$ cat src/sv/bmw_pkg.sv
// Block map walk: shared constants, codes and controller/datapath link types.
// No dependencies; every other file imports this package.

package bmw_pkg;

  // Geometry of the map
  localparam int ADDR_SLOTS      = 7;
  localparam int WORD_SHIFT      = 7;
  localparam int STORE_BLOCKS    = 64;
  localparam int DIRECT_COUNT    = 4;
  localparam int LEVELS          = 3;

  localparam int WORDS_PER_BLOCK = 1 << WORD_SHIFT;
  localparam int STORE_WORDS     = STORE_BLOCKS * WORDS_PER_BLOCK;
  localparam int BLK_W           = $clog2(STORE_BLOCKS);
  localparam int ADDR_W          = BLK_W + WORD_SHIFT;
  localparam int REL_W           = LEVELS * WORD_SHIFT;
  localparam int LEFT_W          = $clog2(LEVELS + 1);

  // Port field widths
  localparam int MODE_W  = 2;
  localparam int SLOT_W  = 3;
  localparam int SBLK_W  = 6;
  localparam int SWORD_W = 7;
  localparam int VAL_W   = 32;
  localparam int DEPTH_W = 3;

  // Cumulative reach of the indirect trees, relative to the first indirect block
  localparam logic [VAL_W-1:0] SPAN1 = VAL_W'(64'(1) << WORD_SHIFT);
  localparam logic [VAL_W-1:0] SPAN2 = VAL_W'(64'(1) << (2 * WORD_SHIFT));
  localparam logic [VAL_W-1:0] SPAN3 = VAL_W'(64'(1) << (3 * WORD_SHIFT));
  localparam logic [VAL_W-1:0] LIM1  = SPAN1;
  localparam logic [VAL_W-1:0] LIM2  = SPAN1 + SPAN2;
  localparam logic [VAL_W-1:0] LIM3  = SPAN1 + SPAN2 + SPAN3;

  typedef enum logic [MODE_W-1:0] {
    MODE_SLOT   = 2'd0,
    MODE_STORE  = 2'd1,
    MODE_LOOKUP = 2'd2,
    MODE_NONE   = 2'd3
  } mode_t;

  localparam logic [DEPTH_W-1:0] DEPTH_DIRECT = 3'd0;
  localparam logic [DEPTH_W-1:0] DEPTH_BEYOND = 3'd4;

  typedef struct packed {
    logic take;     // word accepted: capture and perform writes
    logic decode;   // range decode and root fetch
    logic issue;    // store read for current level
    logic kill;     // pointer outside store: result 0
    logic load;     // take store read data as next pointer
    logic emit;     // load output register
  } bmw_cmd_t;

  typedef struct packed {
    logic in_lookup;
    logic dec_walk;
    logic ptr_in_store;
    logic rd_zero;
    logic last_level;
  } bmw_stat_t;

endpackage

$ cat src/sv/bmw_ctrl.sv
// Block map walk controller: sequences capture, decode, per-level store reads
// and result hand-off. Depends on bmw_pkg.

module bmw_ctrl import bmw_pkg::*; (
  input  logic      clk,
  input  logic      rst_n,
  input  logic      in_valid,
  input  logic      out_ready,
  input  bmw_stat_t stat,
  output bmw_cmd_t  cmd,
  output logic      in_ready,
  output logic      out_valid
);

  typedef enum logic [4:0] {
    S_IDLE   = 5'b00001,
    S_DECODE = 5'b00010,
    S_WALK   = 5'b00100,
    S_LOAD   = 5'b01000,
    S_FINISH = 5'b10000
  } state_t;

  state_t state_r, state_nxt;
  logic   out_valid_r, out_valid_nxt;

  always_comb begin
    state_nxt = state_r;
    cmd       = '0;
    in_ready  = 1'b0;
    case (state_r)
      S_IDLE: begin
        in_ready = 1'b1;
        if (in_valid) begin
          cmd.take  = 1'b1;
          state_nxt = stat.in_lookup ? S_DECODE : S_FINISH;
        end
      end
      S_DECODE: begin
        cmd.decode = 1'b1;
        state_nxt  = stat.dec_walk ? S_WALK : S_FINISH;
      end
      S_WALK: begin
        if (stat.ptr_in_store) begin
          cmd.issue = 1'b1;
          state_nxt = S_LOAD;
        end else begin
          cmd.kill  = 1'b1;
          state_nxt = S_FINISH;
        end
      end
      S_LOAD: begin
        cmd.load  = 1'b1;
        state_nxt = (stat.rd_zero || stat.last_level) ? S_FINISH : S_WALK;
      end
      S_FINISH: begin
        // wait for the output register to free up
        if (!out_valid_r || out_ready) begin
          cmd.emit  = 1'b1;
          state_nxt = S_IDLE;
        end
      end
      default: state_nxt = S_IDLE;
    endcase
  end

  always_comb begin
    out_valid_nxt = out_valid_r;
    if (cmd.emit) begin
      out_valid_nxt = 1'b1;
    end else if (out_ready) begin
      out_valid_nxt = 1'b0;
    end
  end

  always_ff @(posedge clk) begin
    if (!rst_n) begin
      state_r     <= S_IDLE;
      out_valid_r <= 1'b0;
    end else begin
      state_r     <= state_nxt;
      out_valid_r <= out_valid_nxt;
    end
  end

  assign out_valid = out_valid_r;

endmodule

$ cat config.mk
export PLATFORM = sky130hd
export DESIGN_NAME = bmw_ctrl
export DESIGN_NICKNAME = d
export VERILOG_FILES = /design/src/sv/bmw_pkg.sv /design/src/sv/bmw_ctrl.sv
export SDC_FILE = /design/constraint.sdc
export NUM_CORES = 1
export LEC_CHECK = 0
export BUFFER_PORTS_ARGS = -buffer_cell sky130_fd_sc_hd__buf_4
export CAP_MARGIN = 15
export CORE_AREA = 2 2 39 41
export CTS_BUF_LIST = sky130_fd_sc_hd__clkbuf_8 sky130_fd_sc_hd__clkbuf_16
export DETAILED_ROUTE_END_ITERATION = 7
export DIE_AREA = 0 0 41 43
export GPL_TIMING_DRIVEN = 0
export PLACE_DENSITY_LB_ADDON = 0.3
export SYNTH_ARGS = -nofsm -noshare
export SYNTH_HDL_FRONTEND = slang
export SYNTH_SLANG_ARGS = --single-unit
$ cat constraint.sdc
create_clock -name clk -period 1.55 [get_ports clk]
set_input_delay 0.31 -clock clk [delete_from_list [all_inputs] [get_ports clk]]
set_output_delay 0.31 -clock clk [all_outputs]
set_load 0.005 [all_outputs]
Word level (Yosys, flattened, before mapping)
Cells that the tools add are included.
W data, S select, Z words.

operators by class
  shift-type cells = 0
  mux-type cells = 19
  reductions and logical operators = 5
  divide/modulo/power cells = 0
  bitwise operators = 0
  eq/ne operators = 7
  $add $sub $neg = 0
  multiply operators = 0
  $lt $le $gt $ge = 0

operators with widths
  cell                  count
  $mux W5               6
  $pmux W5 S5           1
  $mux W1               11
  $eq A5 B1 Y1 const B  1
  $eq A5 B2 Y1 const B  1
  $eq A5 B3 Y1 const B  1
  $eq A5 B4 Y1 const B  1
  $eq A5 B5 Y1 const B  1
  $ne A2 B2 Y1 const B  2
  $logic_or A1 B1 Y1    2
  $mux W2               1
  $reduce_and A2 Y1     1
  $reduce_bool A2 Y1    1
  $logic_not A1 Y1      1

word-level totals
  word-level logic and storage cells = 33
  ROM bits = 0
  memory bits (writable) = 0
  input port bits = 9
  memories = 0
  latch bits = 0
  register bits after elaboration = 6
  output and inout port bits = 8

Logic depth before layout (Yosys ltp)
Gate-level depths: netlist of run 1.

  word-level depth = 5
  mapped depth = 5
  gate-level depth less buffers = 4

Worst setup path after synthesis of run 1
OpenSTA, ideal clock, no wires.

  kind = register to output
  start = reg state_r[2]
  end = out cmd[5] (netlist bit)
  path buffers = 1
  data arrival time = 1075 ps
  stages on the path, launching flop included = 5
  path slack = 165 ps
  required time = 1240 ps
  path through = dfxtp_1 -> clkbuf_1 -> nand2b_1 -> nor4_1 -> and2_1

RTL lines
  what                      line            text
  start: declaration        bmw_ctrl.sv:23  state_t state_r, state_nxt;
  start signal: assignment  bmw_ctrl.sv:80  state_r <= state_nxt;
  end: declaration          bmw_ctrl.sv:10  output bmw_cmd_t cmd,

==> results of run 1 <==
-- area by class of cell --
class | count | area share [%]
repair buffers | 18 | 21.3
inverters | 1 | 0.593
well taps | 16 | 3.16
plain buffers | 2 | 2.96
multi-input cells | 38 | 45.5
clock buffers | 3 | 6.52
flip-flops and latches | 6 | 20.0
-- layout by cell type (no fill, tap or decap), drive strengths merged --
master and n:
and3 2, dfxtp 6, and2 2, buf 20, inv 1, nor3b 1
and4bb 1, nor2 10, nor2b 2, and2b 1, o311ai 1, nor4b 1
o211ai 1, a21boi 1, clkbuf 3, nand3 2, mux2i 1, nor4 1
a32o 1, nand2b 2, or4 1, xor2 1, a21oi 1, a22oi 1
nand3b 1, o21ai 3
-- metal layers --
metal  GRT usage [%]  vias to the layer above
li1                -                      213
met5               0                        -
met1            17.7                      186
met3            9.42                        0
met2            16.6                       13
met4            2.00                        0
-- state kept, by name, summed over array words and instances (netlist names) --
signal,count
state_r,5
out_valid,1
-- through the flow --
step / std cells / instance area, um2 / utilization [%] / power [mW] / hold WS [ps]
6_report: 84 / 633 / 45.8 / 0.488 / 325
5_1_grt: 84 / 633 / 45.8 / 0.511 / 328
4_1_cts: 82 / 594 / 42.9 / 0.484 / 326
3_5_place_dp: 80 / 542 / 39.2 / 0.240 / 555
3_3_place_gp: 80 / 542 / 39.2 / 0.240 / 554
2_1_floorplan: 48 / 402 / - / 0.205 / 408
-- logic make-up (layout without fill, tap and decap cells) --
family                    count (synthesis)  count (layout)  synth area share, %
buffers and inverters                     4              24                 6.54
DFF                                       6               6                 29.9
AOI/OAI and AO/OA                         9               9                 19.0
xor gates and xnor gates                  1               1                 2.18
muxes                                     1               1                 2.49
and+or+nand+nor                          27              27                 39.9
-- what timing repair did --
item                       in CTS  in global routing
buffers inserted                0                  2
pin swaps                       1                  2
gates resized for setup         6                  4
setup endpoints to repair       5                  2
-- critical path: cells and delay by family, from the launching register on --
family,cells,cell delay [ps]
and+or+nand+nor,3,560
DFF,1,360
buffers and inverters,1,110
-- power groups by stage --
stage	logic (mW)	registers (mW)	clock network, mW
floorplan	0.0385	0.167	0
global placement	0.0710	0.169	0
detailed placement	0.0715	0.169	0
CTS	0.0742	0.168	0.242
global route	0.0909	0.168	0.252
finish	0.0837	0.168	0.237
-- worst paths after layout --
| path | from | cells past startpoint | to | slack (ps) |
|---|---|---|---|---|
| worst max register to register | state_r[1] | 5 | state_r[4] | 150 |
| worst max-delay path | state_r[2] | 4 | cmd[5] | -10 |
| worst min register to register | out_valid | 2 | out_valid | 570 |
| worst min-delay path | stat[4] | 2 | state_r[1] | 320 |
==> run summary, run 1 <==
Antenna Cells = 0
IO Port Bufs = 16
Crit path time final = 1560 ps
Multi-input gate area = 288 um2
Setup ws final = -13.3 ps
Cell variety after synth = 29
Post-place setup slack = 54.9 ps
Highest metal used = met3
Synthesized flop and latch total = 6
Core Box Area = 1380 um2
Internal Power = 0.376 mW
FF+latch area = 126 um2
Cell with the most instances after synthesis = nor2_1
Final ANT Viol Nets = 0
Die area = 1760 um2
Post-route DRC violation count = 0
Skew-Pair Late Insertion Delay = 220 ps
Max rail drop VDD = 0.000481 V
Met3 wire length = 71 um
Sum Neg Setup Slack = -13.3 ps
Die Y = 43 um
DRT Pass-1 Iters = 4
Io pins = 17
CP arrival = 1250 ps
Maxcap violations = 0
Initial antenna violation count = 0
Layout cells sized above 1 = 52.9%
Status = finished with violations
Final WL = 977 um
Final Wtd Congestion = 0.764
Worst setup path category = reg2out
Synth Net Count = 57
Max Clock Skew = 1.01 ps
Crit-path slowest cell = dfxtp_4
Switching Share = 22.9%
Fmax = 640 MHz
Synth Flop Type = dfxtp_1
CP Capture Type = output port
Worst slew margin = 75.3%
Die Width = 41 um
Routed len/inst = 11.6 um
Final nets = 79
Commonest cells post-synth = 10 x nor2_1, 6 x dfxtp_1
Pleak = 0.267 nW
Pin count of the biggest net entering global routing = 11
Max-slew violations = 0
Tcrit/Tclk final = 101%
Critical Path RT = 1240 ps
Post-synth EDFFs = 0
Yosys top cell area share = 29.9%
Violated checks = setup timing
Final-layout fill cell count = 138
CTS tree = built
Sequential element share of the synthesized area = 29.9%
CP max stage delay = 360 ps
Sw Pwr = 0.112 mW
Ys Warns = 0
Grt ovf = 0
Layout area overhead = 57.6%
Inserted Clock Buffers = 3
Syn_area_per_cell = 8.37 um2
Total GRT Usage = 13.0%
DR WL met2 = 423 um
Clock power share = 48.5%
Max clock buf depth = 2
Fin. Hold Viols = 0
Setup violators final = 1
M1 wire length = 482 um
Cell Rows = 14
Power share of the combinational group = 17.1%
Avg Vias per Cell = 4.90
Seq pwr share = 34.3%
CTS Root Cell = clkbuf_8
Hold Path Class = in2reg
Post-DP HPWL = 669 um
Initial core utilization = 29.0%
H-tree Lvls = 1
RSZ-0062 raised after global routing = true
Startpoint Class = flop
Async SR Flop Fraction = 0%
Crit-path max FO = 6
Via count = 412
First-pass GRT wire length = 1.48 mm
Initial DRC Count = 8
Power density cells = 771 nW/um2
Crit-path cells = nand2b_4 -> nor4_4 -> and2_1 -> buf_4
Hold buffers post-CTS = 0
Measured slew at the worst slew-check pin = 366 ps
Cell area after synthesis = 402 um2
Largest cells by area after synthesis = dfxtp_1 30%, nor2_1 9.3%, o311ai_2 4.0%
Number of global-route vias before repair = 348
Post-synthesis cell count = 48
Clk slew on worst S/H paths = 40 ps
CTS sink count = 6
Cell taking the most area after synthesis = dfxtp_1
Power figures use the tool's default switching activity.
==> run 2, diff against run 1 <==
--- a/config.mk
+++ b/config.mk
@@ -7,10 +7,12 @@
 export LEC_CHECK = 0
 export BUFFER_PORTS_ARGS = -buffer_cell sky130_fd_sc_hd__buf_4
 export CAP_MARGIN = 15
-export CORE_AREA = 2 2 39 41
+export CELL_PAD_IN_SITES_DETAIL_PLACEMENT = 1
+export CELL_PAD_IN_SITES_GLOBAL_PLACEMENT = 2
+export CORE_MARGIN = 2
+export CORE_UTILIZATION = 23
 export CTS_BUF_LIST = sky130_fd_sc_hd__clkbuf_8 sky130_fd_sc_hd__clkbuf_16
 export DETAILED_ROUTE_END_ITERATION = 7
-export DIE_AREA = 0 0 41 43
 export GPL_TIMING_DRIVEN = 0
 export PLACE_DENSITY_LB_ADDON = 0.3
 export SYNTH_ARGS = -nofsm -noshare
==> constraint.sdc (replaced) <==
create_clock -name clk -period 1.55 [get_ports clk]
set_input_delay 0.0775 -clock clk [delete_from_list [all_inputs] [get_ports clk]]
set_output_delay 0.0775 -clock clk [all_outputs]
set_load 0.005 [all_outputs]
==> run 2 against run 1 <==
The run now ends clean. Hold slack worse by 220 ps. First-iteration DRC count down 75%. Sequential cell count unchanged. Die area grew 19%. Power decreased by 2.3%. Combinational power down 11%. Sequential power about the same. Via count fell by 0.24%. Clock power about the same. Register-to-register slack worse by 90 ps. Critical path depth is the same. Critical path type is now reg2reg. Largest cell class unchanged.
==> run summary, run 2 (same netlist as run 1, synthesis figures left out) <==
Status = finished clean
Hold Path End = state_r[1]
Clock power share = 49.2%
Pleak = 0.249 nW
Die Y = 45.8 um
Power density cells = 809 nW/um2
CTS Root Cell = clkbuf_8
Startpoint Class = flop
Internal Power = 0.370 mW
CTS sink count = 6
Final-layout fill cell count = 209
Maxcap violations = 0
Final ANT Viol Nets = 0
First-pass GRT wire length = 1.86 mm
Max reg flops = 5
Number of global-route vias before repair = 423
Total GRT Usage = 12.5%
Layout cells sized above 1 = 43.9%
R2R depth = 4
Seq pwr share = 35.1%
RR Startpoint = state_r[3]
Worst setup path category = reg2reg
Avg Vias per Cell = 4.95
Hold path startpoint = stat[4]
Clk slew on worst S/H paths = 40 ps
Sw Pwr = 0.107 mW
CP arrival = 1590 ps
Final nets = 77
Pin count of the biggest net entering global routing = 11
Die area = 2100 um2
Die Width = 45.8 um
Commonest non-fill, non-tap cell in the layout = buf_4
Tcrit/Tclk final = 96.2%
CP Capture Type = flop
Hold Path Class = in2reg
Final Wtd Congestion = 0.712
Post-route DRC violation count = 0
Inserted Clock Buffers = 3
Worst slew margin = 75.8%
Sum Neg Setup Slack = 0 ps
Grt ovf = 0
R2r setup slk = 60 ps
Most frequent cells in the layout = 17 x buf_4, 9 x nor2_1, 6 x dfxtp_1, 3 x clkbuf_8
Measured slew at the worst slew-check pin = 358 ps
Post-DP HPWL = 808 um
Max Clock Skew = 0.648 ps
Fmax = 671 MHz
Hold path cells = 2
Switching Share = 22.4%
Final WL = 1.11 mm
Placed insts = 81
Critical Path RT = 1650 ps
Routed len/inst = 13.3 um
Multi-input gate area = 264 um2
Max clock buf depth = 2
CTS tree = built
Cell Rows = 15
Initial antenna violation count = 0
Final cell count without fillers = 83
Setup violators final = 0
Initial DRC Count = 2
Initial core utilization = 23.8%
Power share of the combinational group = 15.7%
Io pins = 17
Skew-Pair Late Insertion Delay = 220 ps
H-tree Lvls = 1
Total setup buffers inserted after CTS = 0
DRT Pass-1 Iters = 3
Layout area overhead = 46.7%
Max rail drop VDD = 0.000595 V
Core Box Area = 1690 um2
Worst R2R End = state_r[4]
IO Port Bufs = 16
Max-slew violations = 0
Fin. Hold Viols = 0
Via count = 411
Total power = 0.477 mW
Crit path time final = 1490 ps
Biggest register = state_r
Crit-path max FO = 9
Antenna Cells = 0
FF+latch area = 120 um2
run 2: cell count changes in the layout (fill, tap and decap cells not counted), sizes merged:
cell	change
buf	-2
run 2: critical path: stages (launching register included):
cell and delay, ps:
dfxtp_1 490, and2b_1 220, a32o_1 260, o311ai_2 340, a21oi_2 50
run 2: worst max path at each step:
stage                 endpoint       start  cells past startpoint  slack (ps)
finish              state_r[4]  state_r[3]                      4          60
global route        state_r[4]  state_r[3]                      4          -3
CTS                 state_r[4]  state_r[2]                      5          30
detailed placement  state_r[4]  state_r[2]                      5          40
global placement    state_r[4]  state_r[2]                      5          60
floorplan           state_r[4]  state_r[1]                      5         220
run 2: per-stage QoR:
step / cell area (um2) / utilization, % / hold slack [ps] / worst slack, ps
floorplan: 402 / - / 176 / 223
global placement: 543 / 32.1 / 322 / 59.1
detailed placement: 543 / 32.1 / 329 / 38.7
CTS: 591 / 35.0 / 104 / 25.1
global route: 589 / 34.9 / 109 / -3.02
finish: 589 / 34.9 / 107 / 59.6
run 2: per-layer routing:
metal  vias up  GRT usage, %  share of wire, %
met4         0             0                 0
met1       191          17.0                47
li1        210             -                 -
met3         0          5.95               4.1
met5         -             0                 0
met2        10          19.2                48
run 2: power groups by stage:
| stage | clock network (mW) | registers [mW] | logic, mW |
|---|---|---|---|
| 3_5_place_dp | 0 | 0.169 | 0.0735 |
| 2_1_floorplan | 0 | 0.167 | 0.0385 |
| 4_1_cts | 0.243 | 0.167 | 0.0757 |
| 5_1_grt | 0.261 | 0.168 | 0.0828 |
| 6_report | 0.235 | 0.168 | 0.0748 |
| 3_3_place_gp | 0 | 0.169 | 0.0734 |
run 2: final cells by class:
class / instances / area share, %
plain buffers: 2 / 3.18
clock buffers: 3 / 7.01
inverters: 1 / 0.637
multi-input cells: 38 / 44.8
flip-flops and latches: 6 / 20.4
well taps: 17 / 3.61
repair buffers: 16 / 20.4
run 2: what timing repair did:
| item | in CTS | in global routing |
|---|---|---|
| hold buffers | 0 | 0 |
| endpoints found under the hold margin | 0 | 0 |
| cloned | 0 | 0 |
| pin swaps | 0 | 0 |
| setup endpoints to repair | 1 | 4 |
| resized for setup | 1 | 1 |
==> run 3, diff against run 2 <==
--- a/config.mk
+++ b/config.mk
@@ -15,6 +15,7 @@
 export DETAILED_ROUTE_END_ITERATION = 7
 export GPL_TIMING_DRIVEN = 0
 export PLACE_DENSITY_LB_ADDON = 0.3
+export REMOVE_ABC_BUFFERS = 1
 export SYNTH_ARGS = -nofsm -noshare
 export SYNTH_HDL_FRONTEND = slang
 export SYNTH_SLANG_ARGS = --single-unit
==> run 3 against run 2 <==
Global-route usage fell by 0.92 points. Power fell by 1.4%. Count of clock-buffer cells in the layout did not move. Wire length fell by 4.1%. Cell count fell by 2.4%. Worst setup slack improved by 26 ps. Hold slack got worse by 9.5 ps. Fmax rose by 1.8%. Sequential share of layout area rose by 0.76 points.
==> run summary, run 3 (same netlist as run 1, synthesis figures left out) <==
Startpoint Class = flop
Final WL = 1.06 mm
Post-DP Area = 520 um2
Fmax = 683 MHz
Routed len/inst = 13.1 um
CTS tree = built
Die Y = 45.8 um
Crit path time final = 1460 ps
Final cell count without fillers = 81
Avg Vias per Cell = 5.11
Clk slew on worst S/H paths = 40 ps
Most frequent cells in the layout = 16 x buf_4, 10 x nor2_1, 6 x dfxtp_1, 3 x clkbuf_8
Measured slew at the worst slew-check pin = 412 ps
Power share of the combinational group = 14.4%
CP arrival = 1560 ps
Initial antenna violation count = 0
Maxcap violations = 0
Hold Path Class = in2reg
Status = finished clean
Initial core utilization = 23.8%
Layout cells sized above 1 = 40.6%
Power density cells = 828 nW/um2
Grt ovf = 0
Pleak = 0.237 nW
H-tree Lvls = 1
DRT Pass-1 Iters = 4
Total GRT Usage = 11.6%
Tcrit/Tclk final = 94.5%
Internal Power = 0.367 mW
Max-slew violations = 0
PostCTS Resize Cnt = 0
RSZ-0062 raised after global routing = false
Critical Path RT = 1650 ps
Fin. Hold Viols = 0
Hold buffers post-CTS = 0
Final ANT Viol Nets = 0
Via count = 414
Core Box Area = 1690 um2
Fin area = 568 um2
Worst setup path category = reg2reg
Die area = 2100 um2
Switching Share = 21.9%
Skew-Pair Late Insertion Delay = 220 ps
Die Width = 45.8 um
Crit-path max FO = 9
Final Wtd Congestion = 0.670
Worst slew margin = 72.5%
Max clock buf depth = 2
Max rail drop VDD = 0.000361 V
Total setup buffers inserted after CTS = 0
Clock power share = 49.4%
Number of global-route vias before repair = 395
Antenna Cells = 0
Placed insts = 78
Core Util, Final = 33.6%
Post-route DRC violation count = 0
Cell Rows = 15
Layout area overhead = 41.4%
Pin count of the biggest net entering global routing = 11
IO Port Bufs = 16
Commonest non-fill, non-tap cell in the layout = buf_4
Seq pwr share = 36.2%
Sum Neg Setup Slack = 0 ps
CP Capture Type = flop
Setup violators final = 0
Max reg flops = 5
Post-DP HPWL = 864 um
Max Clock Skew = 3.31 ps
Io pins = 17
Inserted Clock Buffers = 3
CTS Root Cell = clkbuf_8
Sw Pwr = 0.103 mW
CTS sink count = 6
Biggest register = state_r
First-pass GRT wire length = 1.68 mm
Initial DRC Count = 13
Final nets = 75
[run 3: routing by layer]
layer  up-vias  routed length [um]  global-route usage (%)  share of wire, %
met5         -                   0                       0                 0
met4         0                   0                    3.43                 0
li1        204                   -                       -                 -
met1       190                 482                    14.0                45
met3         0                  90                    5.95               8.5
met2        20                 490                    17.7                46
[run 3: power by group through the flow]
stage               registers (mW)  logic [mW]  clock network, mW
global placement             0.172      0.0664                  0
finish                       0.170      0.0675              0.232
floorplan                    0.169      0.0332                  0
CTS                          0.170      0.0671              0.238
global route                 0.172      0.0737              0.249
detailed placement           0.172      0.0672                  0
[run 3: cell type report]
class                   instances  area [um2]
well taps                      17        21.3
repair buffers                 16         120
inverters                       1        3.75
multi-input cells              38         262
fillers                       213        1120
flip-flops and latches          6         120
clock buffers                   3        41.3
[run 3: per-stage QoR]
step | power [mW] | setup slack, ps | hold slack (ps)
finish | 0.470 | 85.4 | 97.2
global route | 0.494 | 5.44 | 114
CTS | 0.475 | 99.7 | 92.3
detailed placement | 0.239 | 97.8 | 320
global placement | 0.239 | 111 | 322
floorplan | 0.202 | 232 | 176
[run 3: final timing paths]
path	from	slack, ps	depth (start not counted)	end
worst min-delay path	stat[4]	100	2	state_r[1]
worst min register to register	out_valid	580	2	out_valid
worst max-delay path	state_r[3]	90	4	state_r[4]
worst max register to register	state_r[3]	90	4	state_r[4]
[run 3: worst max-delay path, cell delays in order (launching register included)]
cell	delay (ps)
dfxtp_1	480
and2b_1	220
a32o_1	260
o311ai_2	340
a21oi_2	50
